### config.mk
export PLATFORM = sky130hd
export DESIGN_NAME = mpbm_ram
export DESIGN_NICKNAME = d
export VERILOG_FILES = /design/src/rtl/mpbm_ram.sv
export SDC_FILE = /design/constraint.sdc
export NUM_CORES = 2
export LEC_CHECK = 0
export ABC_CLOCK_PERIOD_IN_PS = 5500
export BUFFER_PORTS_ARGS = -buffer_cell sky130_fd_sc_hd__buf_4
export CELL_PAD_IN_SITES_DETAIL_PLACEMENT = 0
export CELL_PAD_IN_SITES_GLOBAL_PLACEMENT = 1
export CORE_ASPECT_RATIO = 1.25
export CORE_UTILIZATION = 50
export DETAILED_ROUTE_END_ITERATION = 10
export PLACE_DENSITY_LB_ADDON = 0.1
export SETUP_SLACK_MARGIN = 0.15
export SLEW_MARGIN = 5
export SYNTH_ARGS = -nofsm -noshare
export SYNTH_HDL_FRONTEND = slang
export SYNTH_SLANG_ARGS = --single-unit
### constraint.sdc
create_clock -name i_clk -period 5.5 [get_ports i_clk]
set_input_delay 0.275 -clock i_clk [delete_from_list [all_inputs] [get_ports i_clk]]
set_output_delay 0.275 -clock i_clk [all_outputs]
set_load 0.01 [all_outputs]
### src/rtl/mpbm_ram.sv
`default_nettype none
module mpbm_ram #(
    parameter int WIDTH = 8,
    parameter int DEPTH = 256
) (
    input  wire logic                     i_clk,
    input  wire logic                     i_wr_en,
    input  wire logic [$clog2(DEPTH)-1:0] i_wr_addr,
    input  wire logic [WIDTH-1:0]         i_wr_data,
    input  wire logic                     i_rd_en,
    input  wire logic [$clog2(DEPTH)-1:0] i_rd_addr,
    output logic      [WIDTH-1:0]         o_rd_data
);

    logic [WIDTH-1:0] r_mem [DEPTH];
    logic [WIDTH-1:0] r_rd_data;

    always_ff @(posedge i_clk) begin
        if (i_wr_en) begin
            r_mem[i_wr_addr] <= i_wr_data;
        end
        if (i_rd_en) begin
            r_rd_data <= r_mem[i_rd_addr];
        end
    end

    assign o_rd_data = r_rd_data;

endmodule
`default_nettype wire

# Word level (Yosys, flattened, before mapping)
# Memory sizes are Yosys's and may differ from the RTL's. A register that Yosys moved wholly into a read port is not among the register bits.
# Cells that the tools add are included.
# word_totals
register_bits	0
ram_bits	2048
inputBits	27
elab_cells	3
mem_count	1
# op_classes
muxes	2
# mem_list
name	words	word_bits	rd	rd_clocked_by_memory_dff	write_ports	line	text
r_mem	256	8	1	1	1	15	logic [WIDTH-1:0] r_mem [DEPTH];
# ops
operator	count
1-bit two-way mux	2

# Longest topological paths before layout
# logic_depth
word_depth	2
ltp_mapped	11
mapped_depth_nobuf	6

# Worst setup path before layout
# No wires, ideal clock.
# synth_timing
path_kind	in2reg
from	input port i_rd_addr[0]
to	register r_rd_data[2] (netlist: o_rd_data[2]), read port of r_mem (data pin)
setup_ns	0.269
arrival_time_ns	2.082
slack_ns	3.149
stages	9
n_path_buf	4
path_cell_list	buf_6 buf_12 buf_8 buf_2 mux4_2 a22oi_1 a21oi_1 nor4_1 nor4_2
# synth_lines
item	line	text
from (decl)	11	input wire logic [$clog2(DEPTH)-1:0] i_rd_addr,
to (decl)	16	logic [WIDTH-1:0] r_rd_data;

==> reports/metrics.csv <==
stage,metric,value,unit
finish,Final Cell Area,88130,µm²
finish,multi-input logic area,16500,µm²
finish,"leading cell types in the layout, fill and taps excluded","2,056 x sky130_fd_sc_hd__edfxtp_1, 454 x sky130_fd_sc_hd__mux4_2, 279 x sky130_fd_sc_hd__nor2_1",
floorplan,starting density of the core,50.38,%
pwr,relative contribution of the clock network to total power,41.1,%
critical_path,depth of the most critical reg-to-reg path,5,
timing,post-layout minimum cycle time,3.406,ns
detailed_routing,drt total wl,203200,µm
critical_path,crit path capture type,flop,
placement,estimated wirelength of the detail-placed design,125700,µm
finish,most frequent standard cell in the layout excluding fill and tap cells,sky130_fd_sc_hd__edfxtp_1,
pwr,proportion of total power due to net switching,21.05,%
detailed_routing,post-detailed-route via-to-cell ratio,6.324,
placement,RD Place Congestion,0.8324,
detailed_routing,detailed-route DRC error count,0,
pwr,power density over the cells,363.4,nW/µm²
clocking,clock tree buffer depth,3,
synth,Seq cells post-synth,2056,
finish,share of post-route cells with drive strength above 1,21.57,%
global_routing,global-route wire length before repair,289700,µm
placement,total placed instance area,81930,µm²
pwr,Peak supply drop,0.0003518,V
synth,Post-Synthesis Cell Area,79640,µm²
global_routing,Global Route Usage Sum,25.58,%
floorplan,overall die height,448.2,µm
clocking,clock buffers created by TritonCTS,195,
finish,combined flip-flop and latch cell area,61740,µm²
clocking,H-tree levels,4,
floorplan,standard-cell rows,163,
timing,fmax,293.6,MHz
timing,Max transition margin,9.936,%
detailed_routing,DRT iter0 DRCs,4344,
clocking,CTS sink cnt,2056,
global_routing,residual overflow from global routing,0,
clocking,clock root buffer,sky130_fd_sc_hd__clkbuf_16,
synth,cell accounting for the most synthesized area,sky130_fd_sc_hd__edfxtp_1,
timing,Setup TNS,0,ns
pwr,internal power of the cells,25.28,mW
critical_path,critical-path maximum fanout,58,
pwr,Psw,6.740,mW
global_routing,antenna violations before repair,10,
timing,Clock Skew,0.03597,ns
timing,share of the clock period used by the worst path after layout,61.93,%
critical_path,"Data arrival, critical path",3.98,ns
synth,Post-synth EDFFs,2056,
finish,area added between synthesis and finish,10.66,%
pwr,sequential group share of total power,54.1,%
hold_path,Hold/Removal Path Class,in -> reg,
timing,number of failing hold endpoints at the final stage,0,
synth,"top cells by area, synth","sky130_fd_sc_hd__edfxtp_1 78%, sky130_fd_sc_hd__mux4_2 13%, sky130_fd_sc_hd__mux2i_1 1.7%",
pwr,overall power consumption,32.02,mW
pwr,combinational group share of total power,4.8,%
finish,Total Nets Final,3841,
synth,Synth Flop Type,sky130_fd_sc_hd__edfxtp_1,
synth,mean instance size in the synthesized netlist,21.33,µm²
synth,syn nets,3760,
placement,IO buf count,34,
clocking,CTS tree,done,
floorplan,I/O pin total,35,
run_status,status,completed,
finish,number of fill cells,11730,
global_routing,number of global-route vias before repair,39670,
critical_path,kind of launch point of the worst setup path,primary input,
timing,Slew @ Worst Pin,1.347,ns
floorplan,Core Box Area,158100,µm²
clocking,later-pin clock latency in the skew report,0.84,ns
synth,warnings from Yosys,0,
synth,number of cells produced by synthesis,3733,
clocking,clock-pin slew reported for the worst setup and hold paths after clock tree synthesis,0.06,ns
timing,final count of pins violating max slew,0,
floorplan,floorplan die width,359.0,µm
synth,post-synthesis sequential area ratio,77.53,%
synth,async set-or-reset flop fraction in the synthesized netlist,0,%
pwr,Leakage,26.93,nW
run,Max Cap Violations,0,
synth,top cell type's share of synthesized area,77.53,%
critical_path,Required @ worst endpoint,6.07,ns
hold_path,number of cells on the worst hold path,1,
global_routing,largest net degree at the start of global routing,189,
detailed_routing,Antenna Violating Nets Remaining,0,
synth,synth unique cells,54,
detailed_routing,post-detailed-route wirelength per cell,33.71,µm
clocking,post-cts sizing count,0,
timing,unrepaired setup endpoints after global routing,false,
critical_path,class of the most critical setup path,in -> reg,
floorplan,die footprint,160900,µm²
detailed_routing,total iterations of the first detailed-routing run,5,
detailed_routing,count of vias placed by the detailed router,38120,
timing,Finish-stage setup viols,0,
==> flip-flops by register name, summed over array words and instances (netlist names) <==
signal / cells
o_rd_data: 8
r_mem: 2048
==> metal layers <==
layer | routed length [µm] | track usage, % | up-vias | part of all wire [%]
li1 | - | - | 15860 | -
met1 | 80090 | 33.67 | 20580 | 39
met2 | 104300 | 43.92 | 1406 | 51
met3 | 13220 | 4.406 | 269 | 6.5
met4 | 5593 | 7.637 | 8 | 2.8
met5 | 49 | 0 | - | 0.024
==> metrics by stage <==
stage | utilization [%] | hold slack (ns) | std cells | setup WS, ns
after global placement | 51.84 | 0.6081 | 5677 | 1.055
after CTS | 55.75 | 0.003607 | 6026 | 1.991
final | 55.76 | 0.003801 | 6028 | 2.094
after floorplan | - | 0.3739 | 3733 | 3.149
after global routing | 55.76 | 0.03219 | 6027 | 2.022
after detailed placement | 51.84 | 0.6114 | 5677 | 1.087
==> synth_stat cells, types with 28 or more instances <==
cell type / count
sky130_fd_sc_hd__mux4_2: 454
sky130_fd_sc_hd__nand3_1: 34
sky130_fd_sc_hd__nor2b_1: 31
sky130_fd_sc_hd__o22ai_1: 28
sky130_fd_sc_hd__clkbuf_1: 111
sky130_fd_sc_hd__o221ai_1: 46
sky130_fd_sc_hd__edfxtp_1: 2056
sky130_fd_sc_hd__nor2_1: 282
sky130_fd_sc_hd__nand2_1: 33
sky130_fd_sc_hd__a22oi_1: 133
sky130_fd_sc_hd__buf_2: 31
sky130_fd_sc_hd__mux2i_1: 134
sky130_fd_sc_hd__a21oi_1: 96
==> critical path: stages <==
cell	delay [ns]
sky130_fd_sc_hd__buf_8	0.53
sky130_fd_sc_hd__buf_4	0.61
sky130_fd_sc_hd__mux4_2	0.58
sky130_fd_sc_hd__o211ai_1	0.32
sky130_fd_sc_hd__nand3_1	0.25
sky130_fd_sc_hd__nor4_1	0.98
sky130_fd_sc_hd__buf_4	0.25
sky130_fd_sc_hd__nor4_2	0.03
==> path summary, 6_finish.rpt <==
check	slack, ns	endpoint	from
worst min-delay path	0.004	r_mem[90][1]	i_wr_data[1]
worst max-delay path	2.09	o_rd_data[2]	i_rd_addr[0]
worst max register to register	2.41	o_rd_data[4]	r_mem[87][4]
worst min register to register	1.13	o_rd_data[2]	r_mem[194][2]
==> kinds of logic after synthesis <==
kind of cell    share of synthesized area [%]
mux                                     14.60
flops                                   77.53
buf+inv                                 1.829
simple gates                            2.625
compound gates                          3.416
==> cell type report <==
cell class | count | area share (%)
Clock inverter | 108 | 1.228
Tap cell | 2062 | 2.928
Multi-Input combinational cell | 1442 | 18.73
Antenna cell | 2 | 0.005679
Sequential cell | 2056 | 70.06
Timing Repair Buffer | 117 | 1.275
Inverter | 2 | 0.008518
Clock buffer | 239 | 5.773
==> timing repair <==
| item | CTS | global route |
|---|---|---|
| hold endpoints to repair | 13 | 0 |
| setup buffers | 0 | 0 |
| hold buffers | 2 | 0 |
==> power by group through the flow <==
stage	Clock, mW	Sequential (mW)	Combinational, mW
floorplan	0	17.6	0.839
global placement	0	17.6	1.53
detailed placement	0	17.6	1.56
CTS	13.4	17.3	1.56
global route	13.9	17.3	1.62
finish	13.2	17.3	1.54
No activity file was read; power rests on OpenSTA's default activity.
