[config.mk]
export PLATFORM = sky130hd
export DESIGN_NAME = mpbm_walk
export DESIGN_NICKNAME = d
export VERILOG_FILES = /design/src/rtl/mpbm_pkg.sv /design/src/rtl/mpbm_walk.sv
export SDC_FILE = /design/constraint.sdc
export NUM_CORES = 1
export LEC_CHECK = 0
export ABC_AREA = 1
export ABC_CLOCK_PERIOD_IN_PS = 2500
export BUFFER_PORTS_ARGS = -buffer_cell sky130_fd_sc_hd__buf_2
export CORE_MARGIN = 2
export CORE_UTILIZATION = 38
export CTS_BUF_LIST = sky130_fd_sc_hd__clkbuf_8
export DETAILED_ROUTE_END_ITERATION = 12
export GPL_TIMING_DRIVEN = 0
export HOLD_SLACK_MARGIN = 0.12
export PLACE_DENSITY = 0.72
export SYNTH_ARGS = -nofsm -noshare
export SYNTH_HDL_FRONTEND = slang
export SYNTH_SLANG_ARGS = --single-unit
export TNS_END_PERCENT = 100
[constraint.sdc]
create_clock -name i_clk -period 2.5 [get_ports i_clk]
set_clock_uncertainty 0.15 [all_clocks]
set_input_delay 0.25 -clock i_clk [delete_from_list [all_inputs] [get_ports i_clk]]
set_output_delay 0.25 -clock i_clk [all_outputs]
set_load 0.02 [all_outputs]
[src/rtl/mpbm_pkg.sv]
`default_nettype none
package mpbm_pkg;

    // Automaton size
    localparam int NUM_STATES = 1024;
    localparam int ALPHABET   = 256;

    // Fixed field widths of the item ports
    localparam int ENTRY_W  = 10;
    localparam int SYMBOL_W = 8;

    // Derived widths
    localparam int STATE_W    = $clog2(NUM_STATES);
    localparam int SYM_W      = $clog2(ALPHABET);
    localparam int GOTO_W     = STATE_W + 1;
    localparam int GOTO_AW    = STATE_W + SYM_W;
    localparam int GOTO_DEPTH = NUM_STATES * ALPHABET;
    localparam int HOP_W      = $clog2(NUM_STATES + 1);

    localparam logic [HOP_W-1:0]   HOP_MAX    = HOP_W'(NUM_STATES);
    localparam logic [STATE_W-1:0] ROOT_STATE = '0;

    // ASCII case folding
    localparam logic [SYMBOL_W-1:0] CH_UPPER_A  = 8'h41;
    localparam logic [SYMBOL_W-1:0] CH_UPPER_Z  = 8'h5A;
    localparam logic [SYMBOL_W-1:0] CASE_OFFSET = 8'h20;

    typedef enum logic [1:0] {
        ACT_SCAN  = 2'd0,
        ACT_GOTO  = 2'd1,
        ACT_FAIL  = 2'd2,
        ACT_MATCH = 2'd3
    } t_action;

    typedef enum logic [1:0] {
        ST_IDLE,
        ST_GOTO,
        ST_FAIL,
        ST_MATCH
    } t_walk_state;

    // Table read requests from the walker
    typedef struct packed {
        logic               goto_rd;
        logic [GOTO_AW-1:0] goto_addr;
        logic               fail_rd;
        logic [STATE_W-1:0] fail_addr;
        logic               match_rd;
        logic [STATE_W-1:0] match_addr;
    } t_rd_req;

endpackage
`default_nettype wire

[src/rtl/mpbm_walk.sv]
`default_nettype none
module mpbm_walk import mpbm_pkg::*; (
    input  wire logic               i_clk,
    input  wire logic               i_rst_n,
    input  wire logic               i_start,
    input  wire logic               i_restart,
    input  wire logic [SYM_W-1:0]   i_sym,
    input  wire logic [GOTO_W-1:0]  i_goto_data,
    input  wire logic [STATE_W-1:0] i_fail_data,
    input  wire logic               i_match_data,
    input  wire logic               i_out_stall,
    output logic                    o_busy,
    output t_rd_req                 o_req,
    output logic                    o_out_valid,
    output logic [STATE_W-1:0]      o_out_state,
    output logic                    o_out_matched,
    output logic                    o_out_found
);

    t_walk_state        r_st, n_st;
    logic [STATE_W-1:0] r_scan, n_scan;
    logic               r_found, n_found;
    logic [STATE_W-1:0] r_cur, n_cur;
    logic [SYM_W-1:0]   r_sym, n_sym;
    logic [HOP_W-1:0]   r_hops, n_hops;
    logic [STATE_W-1:0] r_next, n_next;
    logic               r_out_valid, n_out_valid;
    logic [STATE_W-1:0] r_out_state, n_out_state;
    logic               r_out_matched, n_out_matched;
    logic               r_out_found, n_out_found;

    logic               out_free;
    logic [STATE_W-1:0] start_state;

    assign out_free    = !r_out_valid || !i_out_stall;
    assign start_state = i_restart ? ROOT_STATE : r_scan;

    always_ff @(posedge i_clk) begin
        if (!i_rst_n) begin
            r_st        <= ST_IDLE;
            r_scan      <= ROOT_STATE;
            r_found     <= 1'b0;
            r_out_valid <= 1'b0;
        end else begin
            r_st        <= n_st;
            r_scan      <= n_scan;
            r_found     <= n_found;
            r_out_valid <= n_out_valid;
        end
        r_cur         <= n_cur;
        r_sym         <= n_sym;
        r_hops        <= n_hops;
        r_next        <= n_next;
        r_out_state   <= n_out_state;
        r_out_matched <= n_out_matched;
        r_out_found   <= n_out_found;
    end

    always_comb begin
        n_st          = r_st;
        n_scan        = r_scan;
        n_found       = r_found;
        n_cur         = r_cur;
        n_sym         = r_sym;
        n_hops        = r_hops;
        n_next        = r_next;
        n_out_valid   = r_out_valid && i_out_stall;
        n_out_state   = r_out_state;
        n_out_matched = r_out_matched;
        n_out_found   = r_out_found;
        o_req         = '0;

        case (r_st)
            ST_IDLE: begin
                if (i_start) begin
                    n_cur           = start_state;
                    n_sym           = i_sym;
                    n_hops          = '0;
                    if (i_restart) begin
                        n_found = 1'b0;
                    end
                    o_req.goto_rd   = 1'b1;
                    o_req.goto_addr = {start_state, i_sym};
                    n_st            = ST_GOTO;
                end
            end
            ST_GOTO: begin
                if (i_goto_data[STATE_W]) begin
                    n_next           = i_goto_data[STATE_W-1:0];
                    o_req.match_rd   = 1'b1;
                    o_req.match_addr = i_goto_data[STATE_W-1:0];
                    n_st             = ST_MATCH;
                end else if (r_cur == ROOT_STATE || r_hops == HOP_MAX) begin
                    // dead end at root or runaway chain: fall back to root
                    n_next           = ROOT_STATE;
                    o_req.match_rd   = 1'b1;
                    o_req.match_addr = ROOT_STATE;
                    n_st             = ST_MATCH;
                end else begin
                    o_req.fail_rd    = 1'b1;
                    o_req.fail_addr  = r_cur;
                    n_st             = ST_FAIL;
                end
            end
            ST_FAIL: begin
                n_cur           = i_fail_data;
                n_hops          = r_hops + HOP_W'(1);
                o_req.goto_rd   = 1'b1;
                o_req.goto_addr = {i_fail_data, r_sym};
                n_st            = ST_GOTO;
            end
            ST_MATCH: begin
                // match RAM data holds until the result register frees up
                if (out_free) begin
                    n_out_valid   = 1'b1;
                    n_out_state   = r_next;
                    n_out_matched = i_match_data;
                    n_out_found   = r_found | i_match_data;
                    n_scan        = r_next;
                    n_found       = r_found | i_match_data;
                    n_st          = ST_IDLE;
                end
            end
            default: begin
                n_st = ST_IDLE;
            end
        endcase
    end

    assign o_busy        = (r_st != ST_IDLE);
    assign o_out_valid   = r_out_valid;
    assign o_out_state   = r_out_state;
    assign o_out_matched = r_out_matched;
    assign o_out_found   = r_out_found;

endmodule
`default_nettype wire
Word level (Yosys, flattened, before mapping)
Cells that the tools add are included.
- register bits after elaboration: 65
- bits of input ports: 35
- output and inout port bits: 55
- word-level logic and storage cells: 62
- add/sub/neg operators: 1
- equality and inequality tests: 7
- mux-type cells: 25
- bitwise gates (word level): 1
- reductions and logical operators: 17
- operator list (kind ; number):
    $mux W11 ; 5
    $mux W10 ; 4
    $pmux W19 S2 ; 1
    $mux W22 ; 1
    $pmux W11 S2 ; 1
    $pmux W10 S2 ; 1
    $mux W19 ; 1
    $add A11 B1 Y11 const B ; 1
    $eq A11 B11 Y1 const B ; 1
    $logic_not A10 Y1 ; 1
    $reduce_and A2 Y1 ; 5
    $pmux W2 S4 ; 1
    $reduce_bool A2 Y1 ; 4
    $mux W1 ; 6
    $mux W2 ; 3
    $ne A2 B2 Y1 const B ; 3
    $eq A2 B2 Y1 const B ; 2
    $reduce_and A4 Y1 ; 1
    $eq A2 B1 Y1 const B ; 1
    $logic_not A1 Y1 ; 2
    $logic_not A2 Y1 ; 1
    $logic_or A1 B1 Y1 ; 2
    $pmux W1 S2 ; 1
    $logic_and A1 B1 Y1 ; 1
    $or A1 B1 Y1 ; 1

Longest topological paths before layout
Gate-level depths: netlist (run 1).
- depth in word-level cells: 5
- depth in mapped cells: 9
- depth with buffers taken out: 9

Worst setup path before layout (run 1)
No wires, ideal clock.
- path kind: register to output
- start: register r_hops[0]
- end: output o_req[14] (netlist bit)
- arrival time: 1.417 ns
- required time: 2.100 ns
- setup slack: 0.683 ns
- cell stages (with the launch flop): 10
- path buffers: 0
- cell sequence: edfxtp_1 -> inv_1 -> ha_1 -> nand2_1 -> nor2_1 -> nand2_1 -> nand3_2 -> nor2_4 -> inv_4 -> nor2_1
- RTL lines (item ; line ; RTL):
    start, declared ; mpbm_walk.sv:25 ; logic [HOP_W-1:0] r_hops, n_hops;
    start signal, assigned ; mpbm_walk.sv:52 ; r_hops <= n_hops;
    end, declared ; mpbm_walk.sv:13 ; output t_rd_req o_req,

==> flow_metrics.py, run 1 <==
metrics = {
    "critical_path": {
        "arrival_ns": 1.78,
        "path_cells": "inv_1, ha_1, nand2_1, nor2_1, nand2_1, nand3_2, nor2_4, inv_4, nor2_1, buf_2",
        "cp-start-kind": "register",
        "slowest_delay_ns": 0.43,
        "worst_path_max_delay_cell": "edfxtp_1",
        "reg2reg_slack_ns": 0.43,
        "cp-endpoint": "o_req[18]",
        "setup.worst_path.start": "r_hops[0]",
        "r2r_start": "r_st[0]",
        "required_ns": 2.10,
        "rr_worst_depth": 4,
        "path_class": "register to primary output",
        "rr_endpoint": "r_hops[2]",
        "path_max_fanout": 10,
        "end_kind": "primary output",
    },
    "synth": {
        "syn_area_mm2": 0.00294,
        "seq_area_frac_synth_pct": 61.5,
        "synth_edf_count": 51,
        "synth_flop_cell": "edfxtp_1",
        "yosysWarningCount": 0,
        "synth.avg_cell_area_um2": 9.65,
        "synth_nets": 342,
        "ys_ff_latch": 65,
        "netlist_instances": 305,
        "async_flop_share_pct": 0,
        "ys_types": 28,
    },
    "final_layout": {
        "area_delta_synth_final_pct": 36.5,
        "fin_nets": 472,
        "fillers": 714,
        "layout-drive-gt1-share_pct": 31.1,
        "final_cell_mix": "91 x buf_2, 58 x nor2_1, 55 x nand2_1",
        "final_common_cell": "buf_2",
        "diodes": 0,
        "final_area_mm2": 0.00402,
    },
    "clock_network": {
        "hold_buffers": 30,
        "cts_buffer_depth": 2,
        "cts_resized": 0,
        "tritoncts": "yes",
        "path_clk_slew_ns": 0.07,
        "cts_inserted_buffers": 9,
        "clk_latency_ns": 0.35,
        "post_cts_buffers": 0,
        "cts.sinks": 65,
        "cts_root_buffer": "clkbuf_8",
        "cts_max_level": 3,
    },
    "sta": {
        "worst_pin_slew_ns": 0.857,
        "finalSetupViolations": 0,
        "hold_slack_ns": 0.129,
        "period_share_pct": 87.2,
        "layout_min_cycle_time_ns": 2.18,
        "finalHoldViolCount": 0,
        "slew_violations": 0,
        "rsz0062_at_grt": "no",
        "finalSetupTns_ns": 0,
        "relSlewSlack_pct": 42.7,
        "max_freq_mhz": 459,
    },
    "drt": {
        "detail-route-antenna-nets": 0,
        "routed_wl_mm": 6.73,
        "drt-pass1-iter-count": 5,
        "wire_per_inst_um": 12.4,
        "drc": 0,
        "avgViaCountPerCell": 4.68,
        "vias": 2534,
        "drtIter0Drc": 131,
    },
    "floorplan": {
        "die_y_um": 92.0,
        "num_rows": 32,
        "die_area_mm2": 0.00847,
        "die_x_um": 92.0,
        "top_level_ports": 90,
        "start_util_pct": 38.7,
        "core_area_mm2": 0.00761,
    },
    "worst_hold_path": {
        "hold_depth": 3,
        "hold_class": "primary input to register",
    },
    "global_route": {
        "antenna_found_initial": 0,
        "gr-total-overflow": 0,
        "grt_pass1_vias": 2364,
        "grt_max_degree": 22,
        "grt_pass1_wl_mm": 10.7,
        "grt.total_usage_pct": 16.4,
    },
    "pwr": {
        "ir_drop_v": 0.000366,
        "p_leak_nw": 1.81,
        "p_per_area_mw_per_mm2": 638,
    },
    "outcome": {
        "status": "complete, no violations",
    },
    "place": {
        "gp_congestion": 0.825,
        "portBuffers": 89,
        "placed_area_mm2": 0.00352,
        "hpwl_mm": 4.82,
    },
    "flow_run": {
        "maxCapViolations": 0,
    },
}
[synth_stat cells, types with 4 or more instances]
cell      count  area share (%)
dfxtp_1      14             9.5
nand2_1      55             7.0
edfxtp_1     51              52
inv_1        32             4.1
a22o_1        8             2.4
inv_2         8             1.0
clkbuf_1      4            0.51
nor2_2        7             1.5
nor2_1       58             7.4
o21ai_0      31             5.3
a21oi_1       7             1.2
nor2_4        4             1.5
[routing by layer]
layer / wire [um] / GRT usage (%)
met3: 364 / 3.37
met4: 180 / 9.70
met5: 0 / 0
met2: 3350 / 27.3
met1: 2840 / 19.5
[power by group]
part,switching (W),total [W],internal (W),leakage (nW)
Sequential,0.0000411,0.00129,0.00125,0.602
Clock,0.000417,0.000908,0.000491,0.105
Combinational,0.000231,0.000368,0.000137,1.10
Total,0.000690,0.00256,0.00187,1.81
[layout make-up]
class                   count  area, um2  area share, %
inverters                  41        156           3.89
well taps                 102        128           3.17
repair buffers            119        746           18.5
clock inverters             6       65.1           1.62
multi-input cells         189        922           22.9
clock buffers              10        138           3.42
plain buffers              10       53.8           1.34
flip-flops and latches     65       1810           45.1
[worst max-delay path: cells and delay by family, from the launching register on]
kind | cells | cell delay, ns
adders and majority gates | 1 | 0.19
buffers and inverters | 3 | 0.31
DFF | 1 | 0.43
and+or+nand+nor | 6 | 0.50
[registers in the layout, indices dropped and copies added (netlist names)]
signal / cells
o_out_matched: 1
r_sym: 8
o_out_valid: 1
r_hops: 11
r_next: 10
o_out_found: 1
r_st: 2
o_out_state: 10
r_found: 1
r_cur: 10
r_scan: 10
[cell families after synthesis]
kind of cell               after synthesis  share of synthesized area [%]
AOI/OAI and AO/OA                       50                           9.65
adders and majority gates                2                          0.850
buffers and inverters                   51                           7.14
DFF                                     65                           61.5
and+or+nand+nor                        137                           20.8
[how the worst min path moves through the flow]
stage                              start        endpoint
after global routing      i_fail_data[1]        r_cur[1]
after CTS                 i_fail_data[1]        r_cur[1]
after floorplan             i_match_data   o_out_matched
after global placement         r_next[6]  o_out_state[6]
final                     i_fail_data[1]        r_cur[1]
after detailed placement       r_next[4]  o_out_state[4]
[through the flow]
stage	std cells	utilization (%)	total power, W	setup slack, ns
final	542	52.8	0.00256	0.320
after global routing	542	52.8	0.00267	0.156
after CTS	542	52.8	0.00258	0.324
after detailed placement	496	46.2	0.00164	0.429
after global placement	496	46.2	0.00163	0.467
after floorplan	305	-	0.00152	0.683
(Power assumes the default switching activity.)
==> run 2, diff against run 1 <==
Settings changed: ABC_AREA 1 to not set.
==> run 2 against run 1 <==
Effect of this change: clock-buffer cell count shrank 1; non-clock buffer count rose by 11; fmax down 9.8%; first-iteration DRC count rose by 42%; total power is 10% higher; combinational power is 4% higher; largest cell class unchanged.
==> flow_metrics.py, run 2 <==
metrics = {
    "critical_path": {
        "path_delay_family": "buffers and inverters",
        "reg2reg_slack_ns": 0.21,
        "cp-start-kind": "register",
        "r2r_start": "r_hops[1]",
        "setup.worst_path.start": "r_hops[1]",
        "slowest_delay_ns": 0.40,
        "required_ns": 2.10,
        "path_max_fanout": 10,
        "worst_path_max_delay_cell": "edfxtp_1",
        "path_class": "register to primary output",
        "arrival_ns": 2.02,
        "cp.buffers_inverters": 3,
        "end_kind": "primary output",
        "path_cells": "inv_1, ha_1, nor4b_4, a41o_1, clkbuf_4, nor3_1, buf_2",
    },
    "global_route": {
        "grt_max_degree": 22,
        "grt_pass1_wl_mm": 11.8,
        "use_met1_pct": 19.1,
        "use_met2_pct": 32.2,
        "gr-total-overflow": 0,
        "grt_pass1_vias": 2571,
        "antenna_found_initial": 0,
        "grt.total_usage_pct": 17.8,
        "gr-max-usage-layer": "met2",
        "grt_util_met3_pct": 6.51,
    },
    "final_layout": {
        "final_area_mm2": 0.00421,
        "layout-drive-gt1-share_pct": 31.9,
        "fin_nets": 430,
        "multi_input_area_mm2": 0.00112,
        "seq_area_mm2": 0.00181,
        "area_delta_synth_final_pct": 40.9,
        "largest_register": "r_hops",
        "diodes": 0,
        "final_cell_mix": "89 x buf_2, 51 x edfxtp_1, 32 x dlygate4sd3_1",
        "fin_cells": 500,
        "largest_reg_flops": 11,
        "fillers": 659,
        "final_common_cell": "buf_2",
    },
    "synth": {
        "synth_edf_count": 51,
        "synth.most_common_cell": "edfxtp_1",
        "ys_top_cells_by_count": "51 x edfxtp_1, 28 x a22o_1, 23 x and2_1",
        "netlist_instances": 259,
        "synth_flop_cell": "edfxtp_1",
        "syn_area_mm2": 0.00299,
        "synth_area_leaders": "edfxtp_1 51%, dfxtp_1 9.4%, a22o_1 8.2%",
        "ys_types": 37,
        "seq_area_frac_synth_pct": 60.6,
        "synth_nets": 296,
        "yosysTopAreaCellShare_pct": 51.2,
        "yosysWarningCount": 0,
        "async_flop_share_pct": 0,
        "synth.avg_cell_area_um2": 11.5,
        "synth_area_leader_cell": "edfxtp_1",
        "ys_ff_latch": 65,
    },
    "sta": {
        "relSlewSlack_pct": 37.2,
        "finalHoldViolCount": 0,
        "worst_pin_slew_ns": 0.939,
        "period_share_pct": 96.6,
        "finalSetupTns_ns": 0,
        "slew_violations": 0,
        "max_freq_mhz": 414,
        "finalSetupViolations": 0,
        "layout_min_cycle_time_ns": 2.42,
    },
    "drt": {
        "wire_per_inst_um": 15.2,
        "avgViaCountPerCell": 5.00,
        "routed_wl_mm": 7.59,
        "drt-pass1-iter-count": 4,
        "drc": 0,
        "vias": 2500,
        "detail-route-antenna-nets": 0,
        "drtIter0Drc": 186,
    },
    "clock_network": {
        "cts_max_level": 3,
        "cts_root_buffer": "clkbuf_8",
        "clk_latency_ns": 0.34,
        "path_clk_slew_ns": 0.07,
        "cts.sinks": 65,
        "tritoncts": "yes",
        "cts_buffer_depth": 2,
        "cts_inserted_buffers": 9,
    },
    "place": {
        "portBuffers": 89,
        "hpwl_mm": 5.30,
        "dp_cells": 450,
        "placed_area_mm2": 0.00356,
        "gp_congestion": 0.808,
    },
    "pwr": {
        "clkPwrFrac_pct": 40.9,
        "p_leak_nw": 1.72,
        "p_comb_share_pct": 13.6,
        "p_sw_share_pct": 23.6,
        "power_switching_w": 0.000667,
        "internal_power_w": 0.00216,
        "seqPwrFrac_pct": 45.5,
        "p_per_area_mw_per_mm2": 671,
        "ir_drop_v": 0.000430,
        "p_total_w": 0.00282,
    },
    "worst_hold_path": {
        "hold_class": "primary input to register",
        "worstHoldStart": "i_start",
    },
    "floorplan": {
        "start_util_pct": 38.9,
        "die_y_um": 92.7,
        "die_x_um": 92.7,
        "top_level_ports": 90,
        "num_rows": 32,
        "die_area_mm2": 0.00859,
        "core_area_mm2": 0.00769,
    },
    "flow_run": {
        "maxCapViolations": 0,
    },
    "outcome": {
        "status": "complete, no violations",
    },
}
==> run 2: cell count changes in the layout (fill, tap and decap cells not counted), moves of 6 or more <==
cell	before	now
nor2_1	58	9
nand2_1	55	11
and2_1	0	23
inv_1	32	10
a22o_1	8	28
o21ai_0	31	12
a21oi_1	7	20
nand3_1	3	13
clkbuf_1	4	12
inv_2	8	0
nor2_2	7	1
==> run 2: through the flow <==
step           hold WS (ns)  util [%]  setup WS [ns]
3_3_place_gp          0.287      46.3        -0.0429
5_1_grt               0.315      54.8       -0.00769
6_report              0.294      54.8         0.0838
4_1_cts               0.278      54.0         0.0349
2_1_floorplan         0.199         -          0.328
3_5_place_dp          0.288      46.3         -0.142
==> run 2: final timing paths <==
kind / cells after the start / end
setup / recovery: 7 / o_req[17]
hold / removal: 4 / r_st[0]
setup reg to reg: 5 / r_next[1]
hold reg to reg: 0 / o_out_state[7]
==> run 2: layout make-up <==
class | count | area share, %
inverters | 8 | 0.713
well taps | 102 | 3.03
multi-input cells | 169 | 26.7
clock buffers | 9 | 2.94
plain buffers | 17 | 1.72
flip-flops and latches | 65 | 43.0
clock inverters | 7 | 3.18
repair buffers | 123 | 18.7
==> run 2: routing by layer <==
| metal | share of wire, % | up-vias |
|---|---|---|
| li1 | - | 1239 |
| met2 | 50 | 81 |
| met4 | 1.6 | 0 |
| met1 | 41 | 1170 |
| met3 | 6.8 | 10 |
| met5 | 0 | - |
==> run 2: worst min-delay path: cells and delay by family <==
kind / cells / cell delay (ns)
AND/OR/NAND/NOR: 1 / 0.08
AO/OA/AOI/OAI: 2 / 0.30
buffers and inverters: 1 / 0.11
==> run 2: what timing repair did <==
action,in CTS,in global routing
gates resized for setup,3,10
setup endpoints to repair,22,10
endpoints found under the hold margin,35,0
hold buffers,32,0
buffers inserted,0,2
==> run 2: cell families (layout without fill, tap and decap cells) <==
logic type                 after synthesis  after routing  share of synthesized area, %
xor gates and xnor gates                 3              3                         0.879
buffers and inverters                   25            164                          3.31
adders and majority gates                2              2                         0.837
DFF                                     65             65                          60.6
AOI/OAI and AO/OA                       72             72                          16.9
and+or+nand+nor                         92             92                          17.5
==> run 2: power by group through the flow <==
stage	combinational (W)	sequential [W]	clock (W)
floorplan	0.000212	0.00130	0
global placement	0.000317	0.00130	0
detailed placement	0.000325	0.00131	0
CTS	0.000369	0.00128	0.00117
global route	0.000417	0.00129	0.00121
finish	0.000384	0.00128	0.00116
==> run 3, diff against run 2 <==
Settings changed: ABC_CLOCK_PERIOD_IN_PS 2500 to 2780, CORE_ASPECT_RATIO set to 1.2, PLACE_DENSITY 0.72 to 0.66.
Clock period 2.5 ns to 2.78 ns, I/O delays scaled along.
==> run 3 against run 2 <==
Effect of this change: first-iteration DRC count shrank 72%; die area about the same; register-to-register slack improved by 0.25 ns; clock power decreased by 31%; sequential cell count unchanged; routed wire length down 4.3%; clock-buffer cell count is 2 higher; global-route usage is 0.24 points lower; utilization fell by 1.9 points; sequential share of layout area is 1.7 points higher; final area shrank 3.7%; critical endpoint is now o_req[25].
==> flow_metrics.py, run 3 (synthesis gave the netlist of run 2 again) <==
metrics = {
    "critical_path": {
        "cp-endpoint": "o_req[25]",
        "arrival_ns": 2.06,
        "path_max_fanout": 17,
        "rr_endpoint": "r_next[4]",
        "setup.worst_path.start": "r_st[0]",
        "path_class": "register to primary output",
        "rr_worst_depth": 5,
        "cp-start-kind": "register",
        "reg2reg_slack_ns": 0.46,
        "end_kind": "primary output",
        "required_ns": 2.35,
        "r2r_start": "r_hops[0]",
    },
    "outcome": {
        "status": "complete, no violations",
    },
    "clock_network": {
        "cts_root_buffer": "clkbuf_8",
        "cts_buffer_depth": 2,
        "path_clk_slew_ns": 0.08,
        "clk_latency_ns": 0.34,
        "tritoncts": "yes",
        "post_cts_buffers": 0,
        "cts.sinks": 65,
        "cts_inserted_buffers": 9,
        "cts_max_level": 3,
    },
    "drt": {
        "avgViaCountPerCell": 5.14,
        "detail-route-antenna-nets": 0,
        "drt-pass1-iter-count": 4,
        "drc": 0,
        "vias": 2499,
        "drtIter0Drc": 53,
        "wire_per_inst_um": 14.9,
        "routed_wl_mm": 7.27,
    },
    "sta": {
        "worst_pin_slew_ns": 0.969,
        "finalSetupTns_ns": 0,
        "relSlewSlack_pct": 35.2,
        "max_freq_mhz": 402,
        "rsz0062_at_grt": "no",
        "slew_violations": 0,
        "finalHoldViolCount": 0,
        "period_share_pct": 89.5,
        "layout_min_cycle_time_ns": 2.49,
        "finalSetupViolations": 0,
    },
    "floorplan": {
        "die_x_um": 85.0,
        "core_area_mm2": 0.00766,
        "die_y_um": 101,
        "start_util_pct": 39.0,
        "die_area_mm2": 0.00859,
        "num_rows": 35,
        "top_level_ports": 90,
    },
    "place": {
        "hpwl_mm": 5.29,
        "portBuffers": 89,
        "gp_congestion": 0.746,
    },
    "final_layout": {
        "fin_nets": 426,
        "final_cell_mix": "93 x buf_2, 51 x edfxtp_1, 30 x dlygate4sd3_1",
        "area_delta_synth_final_pct": 35.6,
        "utilization_pct": 52.9,
        "diodes": 0,
        "final_common_cell": "buf_2",
        "largest_register": "r_hops",
        "largest_reg_flops": 11,
        "layout-drive-gt1-share_pct": 29.7,
    },
    "global_route": {
        "gr-total-overflow": 0,
        "grt.total_usage_pct": 17.6,
        "grt_max_degree": 22,
        "grt_pass1_wl_mm": 11.8,
        "grt_pass1_vias": 2556,
        "antenna_found_initial": 0,
    },
    "flow_run": {
        "maxCapViolations": 0,
    },
    "worst_hold_path": {
        "hold_class": "primary input to register",
    },
    "pwr": {
        "p_leak_nw": 1.65,
        "ir_drop_v": 0.000355,
        "p_per_area_mw_per_mm2": 562,
    },
}
-- run 3: layout make-up --
type	count	area (um2)
Inverter	8	30.0
Tap cell	92	115
Multi-Input combinational cell	169	1080
Sequential cell	65	1810
Buffer	17	68.8
Clock inverter	5	48.8
Timing Repair Buffer	119	746
Clock buffer	11	151
Fill cell	672	3610
-- run 3: what timing repair did --
item                                    4_1_cts  5_1_grt
gates resized for setup                       0        1
hold buffers                                 30        0
endpoints found under the setup margin        0       10
endpoints found under the hold margin        34        0
-- run 3: how the worst min path moves through the flow --
stage,slack (ns),from,endpoint,cells after the start
4_1_cts,0.12,i_fail_data[2],r_cur[2],2
6_report,0.14,i_fail_data[2],r_cur[2],2
2_1_floorplan,0.23,i_match_data,o_out_matched,0
3_5_place_dp,0.29,r_next[6],o_out_state[6],0
5_1_grt,0.15,i_fail_data[2],r_cur[2],2
3_3_place_gp,0.29,r_next[7],o_out_state[7],0
-- run 3: report_power, final --
group	internal (W)	switching [W]
registers	0.00111	0.0000378
logic	0.000135	0.000194
clock network	0.000454	0.000344
-- run 3: worst max-delay path, cell delays in order (launching register included) --
cell,delay [ns]
dfxtp_1,0.33
nor3b_1,0.25
clkbuf_1,0.70
a22o_1,0.26
buf_2,0.17
-- run 3: layer usage --
layer / vias to the layer above / part of all wire (%) / routed length, um / GRT usage [%]
met4: 0 / 2.0 / 145 / 7.94
met1: 1181 / 39 / 2830 / 19.5
li1: 1238 / - / - / -
met5: - / 0 / 0 / 0
met3: 13 / 5.7 / 411 / 5.30
met2: 67 / 53 / 3880 / 31.1
-- run 3: through the flow --
| step | instance area (um2) | setup WS (ns) | power [W] | std cells | hold WS, ns |
|---|---|---|---|---|---|
| 5_1_grt | 4050 | 0.104 | 0.00237 | 486 | 0.146 |
| 2_1_floorplan | 2990 | 0.608 | 0.00136 | 259 | 0.227 |
| 3_5_place_dp | 3550 | 0.179 | 0.00147 | 440 | 0.289 |
| 3_3_place_gp | 3550 | 0.201 | 0.00146 | 440 | 0.288 |
| 4_1_cts | 4050 | 0.163 | 0.00230 | 486 | 0.122 |
| 6_report | 4050 | 0.291 | 0.00228 | 486 | 0.141 |
